**src/design/crlf_pkg.sv**
```systemverilog
`default_nettype none

package crlf_pkg;

  localparam logic [7:0] CHAR_CR = 8'h0D;
  localparam logic [7:0] CHAR_LF = 8'h0A;

  typedef struct packed {
    logic wr_en;
    logic restart;
    logic clr_fill;
    logic start_rd;
    logic load_rd;
    logic load_empty;
  } cmd_t;

  typedef struct packed {
    logic rx_term;
    logic fill_zero;
    logic fill_full;
    logic rd_last;
    logic out_valid;
    logic out_free;
  } sts_t;

  function automatic logic is_term(input logic [7:0] b);
    return (b == CHAR_CR) || (b == CHAR_LF);
  endfunction

endpackage

`default_nettype wire

```
**src/design/crlf_datapath.sv**
```systemverilog
`default_nettype none

module crlf_datapath #(
  parameter int Depth = 64
) (
  input  wire logic              clk_i,
  input  wire logic              rst_ni,
  input  wire logic [7:0]        rx_byte_i,
  input  wire crlf_pkg::cmd_t    cmd_i,
  output crlf_pkg::sts_t         sts_o,
  input  wire logic              out_ready_i,
  output logic                   out_valid_o,
  output logic [7:0]             out_byte_o,
  output logic                   out_last_o,
  output logic                   out_empty_o
);

  localparam int AW = (Depth > 1) ? $clog2(Depth) : 1;
  localparam int CW = $clog2(Depth + 1);

  logic [7:0]    mem [Depth];
  logic [CW-1:0] fill_q, fill_d;
  logic [AW-1:0] ptr_q, ptr_d;
  logic [AW-1:0] wr_addr;
  logic [CW-1:0] last_idx;
  logic          out_valid_q, out_valid_d;
  logic [7:0]    out_byte_q;
  logic          out_last_q;
  logic          out_empty_q;

  assign wr_addr  = cmd_i.restart ? '0 : fill_q[AW-1:0];
  assign last_idx = fill_q - CW'(1);

  always_comb begin
    fill_d = fill_q;
    if (cmd_i.clr_fill) begin
      fill_d = '0;
    end else if (cmd_i.wr_en) begin
      fill_d = cmd_i.restart ? CW'(1) : fill_q + CW'(1);
    end
  end

  always_comb begin
    ptr_d = ptr_q;
    if (cmd_i.start_rd) begin
      ptr_d = '0;
    end else if (cmd_i.load_rd) begin
      ptr_d = ptr_q + AW'(1);
    end
  end

  always_comb begin
    out_valid_d = out_valid_q;
    if (cmd_i.load_rd || cmd_i.load_empty) begin
      out_valid_d = 1'b1;
    end else if (out_ready_i) begin
      out_valid_d = 1'b0;
    end
  end

  always_ff @(posedge clk_i or negedge rst_ni) begin
    if (!rst_ni) begin
      fill_q      <= '0;
      ptr_q       <= '0;
      out_valid_q <= 1'b0;
    end else begin
      fill_q      <= fill_d;
      ptr_q       <= ptr_d;
      out_valid_q <= out_valid_d;
    end
  end

  // line store
  always_ff @(posedge clk_i) begin
    if (cmd_i.wr_en) begin
      mem[wr_addr] <= rx_byte_i;
    end
  end

  // registered read doubles as the output register
  always_ff @(posedge clk_i) begin
    if (cmd_i.load_rd) begin
      out_byte_q  <= mem[ptr_q];
      out_last_q  <= sts_o.rd_last;
      out_empty_q <= 1'b0;
    end else if (cmd_i.load_empty) begin
      out_byte_q  <= '0;
      out_last_q  <= 1'b1;
      out_empty_q <= 1'b1;
    end
  end

  assign sts_o.rx_term   = crlf_pkg::is_term(rx_byte_i);
  assign sts_o.fill_zero = (fill_q == '0);
  assign sts_o.fill_full = (fill_q == CW'(Depth));
  assign sts_o.rd_last   = (ptr_q == last_idx[AW-1:0]);
  assign sts_o.out_valid = out_valid_q;
  assign sts_o.out_free  = !out_valid_q || out_ready_i;

  assign out_valid_o = out_valid_q;
  assign out_byte_o  = out_byte_q;
  assign out_last_o  = out_last_q;
  assign out_empty_o = out_empty_q;

`ifndef NO_ASSERTIONS
  a_fill_bound: assert property (@(posedge clk_i) disable iff (!rst_ni)
    fill_q <= CW'(Depth))
    else $error("fill count beyond store depth");

  a_empty_form: assert property (@(posedge clk_i) disable iff (!rst_ni)
    (out_valid_q && out_empty_q) |-> (out_last_q && out_byte_q == 8'h00))
    else $error("empty line item malformed");

  a_load_valid: assert property (@(posedge clk_i) disable iff (!rst_ni)
    (cmd_i.load_rd || cmd_i.load_empty) |=> out_valid_q)
    else $error("loaded item not presented");
`endif

endmodule

`default_nettype wire

```
**src/design/crlf_ctrl.sv**
```systemverilog
`default_nettype none

module crlf_ctrl (
  input  wire logic           clk_i,
  input  wire logic           rst_ni,
  input  wire logic           in_valid_i,
  output logic                in_ready_o,
  input  wire crlf_pkg::sts_t sts_i,
  output crlf_pkg::cmd_t      cmd_o
);

  localparam logic ST_IDLE = 1'b0;
  localparam logic ST_SEND = 1'b1;

  logic state_q, state_d;
  logic accept;

  assign in_ready_o = (state_q == ST_IDLE) && !sts_i.out_valid;
  assign accept     = in_valid_i && in_ready_o;

  always_comb begin
    cmd_o   = '0;
    state_d = state_q;
    unique case (state_q)
      ST_IDLE: begin
        if (accept) begin
          if (!sts_i.rx_term) begin
            cmd_o.wr_en   = 1'b1;
            cmd_o.restart = sts_i.fill_full;
          end else if (sts_i.fill_full) begin
            // store restarted by the terminator itself
            cmd_o.load_empty = 1'b1;
            cmd_o.clr_fill   = 1'b1;
          end else if (!sts_i.fill_zero) begin
            cmd_o.start_rd = 1'b1;
            state_d        = ST_SEND;
          end
        end
      end
      ST_SEND: begin
        if (sts_i.out_free) begin
          cmd_o.load_rd = 1'b1;
          if (sts_i.rd_last) begin
            cmd_o.clr_fill = 1'b1;
            state_d        = ST_IDLE;
          end
        end
      end
      default: state_d = ST_IDLE;
    endcase
  end

  always_ff @(posedge clk_i or negedge rst_ni) begin
    if (!rst_ni) begin
      state_q <= ST_IDLE;
    end else begin
      state_q <= state_d;
    end
  end

`ifndef NO_ASSERTIONS
  a_send_has_data: assert property (@(posedge clk_i) disable iff (!rst_ni)
    (state_q == ST_SEND) |-> !sts_i.fill_zero)
    else $error("sending from an empty store");

  a_no_accept_busy: assert property (@(posedge clk_i) disable iff (!rst_ni)
    (state_q == ST_SEND) |-> !cmd_o.wr_en)
    else $error("store written while a line is sent");

  a_send_exit: assert property (@(posedge clk_i) disable iff (!rst_ni)
    (state_q == ST_SEND && cmd_o.load_rd && sts_i.rd_last) |=> sts_i.fill_zero)
    else $error("store not emptied after line");
`endif

endmodule

`default_nettype wire

```
**src/design/crlf_line_assembler.sv**
```systemverilog
// crlf_line_assembler: gathers received console bytes into text lines.
// input channel s_axis: one raw byte per item. CR/LF on an empty line store
// are dropped, other bytes are stored. a CR or LF after stored content ends
// the line; its bytes then leave on m_axis in order, tlast on the final one.
// a byte arriving on a full store restarts the line; if that byte is a
// terminator a single empty-line item goes out (tuser=1, tlast=1, data 0).
// once the terminator is taken the control state moves to sending and each
// store read lands in the output register; items leave one per cycle while
// m_axis_tready_i stays high.
// input is taken one byte per cycle while no line is being sent; s_axis is
// held off while sending and while an output item waits for the receiver.
// a stalled receiver freezes the output register and the read pointer.
// reset clears the fill count and control state; the store contents are
// not cleared and are never read before being written.
`default_nettype none

module crlf_line_assembler #(
  parameter int BUFFER_DEPTH = 64
) (
  input  wire logic       clk_i,
  input  wire logic       rst_ni,
  input  wire logic       s_axis_tvalid_i,
  output logic            s_axis_tready_o,
  input  wire logic [7:0] s_axis_tdata_i,   // [7:0] rx_byte
  output logic            m_axis_tvalid_o,
  input  wire logic       m_axis_tready_i,
  output logic [7:0]      m_axis_tdata_o,   // [7:0] line_byte
  output logic            m_axis_tlast_o,   // last_of_line
  output logic            m_axis_tuser_o    // [0] empty_line
);

  crlf_pkg::cmd_t cmd;
  crlf_pkg::sts_t sts;

  crlf_ctrl u_ctrl (
    .clk_i      (clk_i),
    .rst_ni     (rst_ni),
    .in_valid_i (s_axis_tvalid_i),
    .in_ready_o (s_axis_tready_o),
    .sts_i      (sts),
    .cmd_o      (cmd)
  );

  crlf_datapath #(
    .Depth (BUFFER_DEPTH)
  ) u_datapath (
    .clk_i       (clk_i),
    .rst_ni      (rst_ni),
    .rx_byte_i   (s_axis_tdata_i),
    .cmd_i       (cmd),
    .sts_o       (sts),
    .out_ready_i (m_axis_tready_i),
    .out_valid_o (m_axis_tvalid_o),
    .out_byte_o  (m_axis_tdata_o),
    .out_last_o  (m_axis_tlast_o),
    .out_empty_o (m_axis_tuser_o)
  );

endmodule

`default_nettype wire
```
**config.mk**
```make
export PLATFORM = sky130hd
export DESIGN_NAME = crlf_line_assembler
export DESIGN_NICKNAME = d
export VERILOG_FILES = /design/src/design/crlf_pkg.sv /design/src/design/crlf_datapath.sv /design/src/design/crlf_ctrl.sv /design/src/design/crlf_line_assembler.sv
export SDC_FILE = /design/constraint.sdc
export NUM_CORES = 1
export LEC_CHECK = 0
export ABC_CLOCK_PERIOD_IN_PS = 3690
export BUFFER_PORTS_ARGS = -buffer_cell sky130_fd_sc_hd__buf_2
export CAP_MARGIN = 20
export CORE_AREA = 3 3 251 253
export CTS_BUF_LIST = sky130_fd_sc_hd__clkbuf_16
export DETAILED_ROUTE_END_ITERATION = 7
export DIE_AREA = 0 0 254 256
export SLEW_MARGIN = 10
export SYNTH_ARGS = -nofsm -noshare
export SYNTH_HDL_FRONTEND = slang
export SYNTH_HIERARCHICAL = 1
export SYNTH_SLANG_ARGS = --single-unit
```
**constraint.sdc**
```tcl
create_clock -name clk_i -period 3.69 [get_ports clk_i]
set_input_delay 0.9225 -clock clk_i [delete_from_list [all_inputs] [get_ports clk_i]]
set_output_delay 0.9225 -clock clk_i [all_outputs]
set_load 0.005 [all_outputs]
```
==> flow_metrics.tcl <==
set metrics [dict create \
    rsz0062_at_grt "false" \
    cts_sinks 537 \
    cts_buffers 56 \
    fin_nets 1237 \
    crit_family "simple AND/OR/NAND/NOR gates" \
    gr-max-usage-layer "met2" \
    post_cts_buffers 0 \
    cts_resized 0 \
    clk_latency_ns 0.61 \
    status "finished clean" \
    worst_ir_drop_vdd_uv 402 \
    p_leak_nw 8.13 \
    criticalPathCategory "in -> reg" \
    drc 0 \
    yosysTopAreaCellShare 0.734 \
    grt_max_degree 65 \
    skew_ns 0.0221 \
    post-route-period-util 0.857 \
    critPathMaxStageDelay_ns 0.51 \
    hold_class "in -> async" \
    die_x_um 254 \
    postSynthCellCount 1076 \
    layout_min_cycle_time_ns 3.16 \
    start_util 0.348 \
    critPathBufInv 2 \
    dpl.hpwl_um 31500 \
    ys_warn_count 6 \
    synthTopCellsByArea "edfxtp_1 (73%), mux4_2 (13%), dfrtp_1 (1.8%)" \
    grt_usage 0.157 \
    io_buffers 23 \
    dp_cells 1953 \
    setup_tns_ns 0 \
    seqCellArea_sq_um 16100 \
    drt-total-wl_um 50100 \
    tightest_slew_ns 0.855 \
    netlist_area_sq_um 21300 \
    ant_nets 0 \
    ys_seq_area_frac 0.752 \
    fmax_ghz 0.316 \
    multi_input_area_sq_um 4890 \
    crit_slowest_cell "or3b_2" \
    finalMaxSlewViolations 0 \
    setup-violations-final 0 \
    grt_pass1_wl_um 75100 \
    critPathLaunchType "input pin" \
    synth_seq_cells 537 \
    synth_top_area_cell "edfxtp_1" \
    design_area_sq_um 25000 \
    finalNonFillerCells 2060 \
    path_max_fanout 10 \
    grt_util_met1 0.230 \
    path_clk_slew_ns 0.06 \
    place_worst_setup_slack_ns -0.0509 \
    rrSetupSlack_ns 0.63 \
    first_global_vias 11000 \
    ys_types 52 \
    cts-hold-fix-buffers 0 \
    antenna_found_initial 1 \
    mostFrequentLayoutCell "edfxtp_1" \
    num_vias 10800 \
    grt-ovfl-total 0 \
    cp_cell_sequence "buf_2, or3b_2, a21oi_1, nor4b_2, and2_1, nand2b_1, nor2_1, nand2_1, nor2_1, buf_4" \
    cts_buffer_depth 3 \
    tritoncts "yes" \
    syn_nets 1092 \
    layout_common_cells "edfxtp_1 (521), mux4_2 (122), buf_4 (116)" \
    htreeDepth 2 \
    maxCapViolations 0 \
    cts-root-buf "clkbuf_16" \
    rows 91 \
    drt-initial-drc-count 1302 \
    hold_viol_final 0 \
    vias_per_cell 5.25 \
    crit_top_cell "nor2_1" \
    coreArea_sq_um 61300 \
    die_y_um 256 \
    p_per_area_nw_per_um2 696 \
    grtUsageMet2 0.242 \
    dr.pass1.iters 5 \
    max_slew_margin 0.425 \
    endpoint_kind "register" \
    place_congestion 0.857 \
    crit_arrival_ns 3.46 \
    layout-drive-gt1-share 0.292 \
    place_area_sq_um 23000 \
    layout_setup_ws_ns 0.530 \
    fillCellCount 5418 \
    post_drt_wl_per_cell_um 24.3 \
    syn-mean-instance-area_sq_um 19.8 \
    dieArea_sq_um 65000 \
    worst_ep_required_time_ns 3.99 \
    syn_to_final_growth_pct 17.1 \
    pin_count 24 \
    grt_use_met3 0.0267 \
    p_total_mw 17.4 \
]
## through the flow
step | hold slack, ns | utilization
2_1_floorplan | 0.465 | -
4_1_cts | 0.254 | 0.407
3_5_place_dp | 0.499 | 0.376
6_report | 0.276 | 0.407
3_3_place_gp | 0.477 | 0.376
5_1_grt | 0.285 | 0.407
## path summary, 6_finish.rpt
kind,from,endpoint,depth (start not counted)
setup reg to reg,u_datapath/fill_q[1],u_datapath/mem[41][0],9
hold reg to reg,u_datapath/out_empty_o,u_datapath/out_empty_o,2
max in group asynchronous,rst_ni,u_datapath/ptr_q[1],1
setup / recovery,s_axis_tdata_i[0],u_datapath/mem[41][0],10
min in group clk_i,u_datapath/out_empty_o,u_datapath/out_empty_o,2
hold / removal,rst_ni,u_datapath/out_valid_o,1
## cells by family after synthesis
family	Yosys count	share of synthesized area
flip-flops	537	0.752
AND/OR/NAND/NOR	213	0.0481
multiplexers	157	0.145
AO/OA/AOI/OAI	93	0.0292
buffers and inverters	61	0.0181
XOR/XNOR	11	0.00452
adder cells (fa/ha/maj)	4	0.00235
## cell type report
cell class | instances | share of cell area
clock buffer | 57 | 0.0572
multi-input combinational | 478 | 0.196
clock inverter | 49 | 0.0205
inverter | 5 | 0.000752
tap | 790 | 0.0396
sequential | 537 | 0.643
antenna | 1 | 0.000100
timing repair buffer | 143 | 0.0427
## flip-flops by register name, summed over array words and instances (netlist names)
name / flops
u_datapath/out_empty_o: 1
u_datapath/ptr_q: 6
u_datapath/out_last_o: 1
u_datapath/mem: 512
u_datapath/out_byte_o: 8
u_datapath/out_valid_o: 1
u_datapath/fill_q: 7
u_ctrl/state_q: 1
## per-layer routing
layer / vias up / wire length [um]
met3: 86 / 3050
met1: 5659 / 22300
met2: 365 / 23500
met4: 0 / 1240
met5: - / 0
li1: 4707 / -
## cell usage after synthesis, drive strengths merged
library cell  number
and3               5
o22ai             28
o31ai              2
a31oi              3
nor3              20
or3                3
or3b               1
nor4bb             1
a211oi             6
o21ai             14
mux4             122
a221oi             4
nand3b             3
a21bo              1
o21bai             1
and2               2
o221ai            12
dfxtp              1
nand4              3
o22a               6
xnor2              5
inv                4
edfxtp           521
nand2             35
a21oi             15
nand2b            13
nor2              91
clkinv             1
and4b              1
nor2b             13
clkbuf            16
nor4b              1
mux2i             33
buf               40
xor2               6
nor4               1
dfrtp             15
or2                5
nand3             13
nor3b              1
a21boi             1
ha                 4
nand4bb            1
mux2               2
## power breakdown
| group | total, mW | switching [mW] | leakage, nW | internal [mW] |
|---|---|---|---|---|
| combinational | 4.18 | 2.24 | 2.28 | 1.94 |
| sequential | 7.33 | 0.386 | 4.88 | 6.94 |
| clock | 5.85 | 2.34 | 0.962 | 3.52 |
No activity file was read; power rests on OpenSTA's default activity.
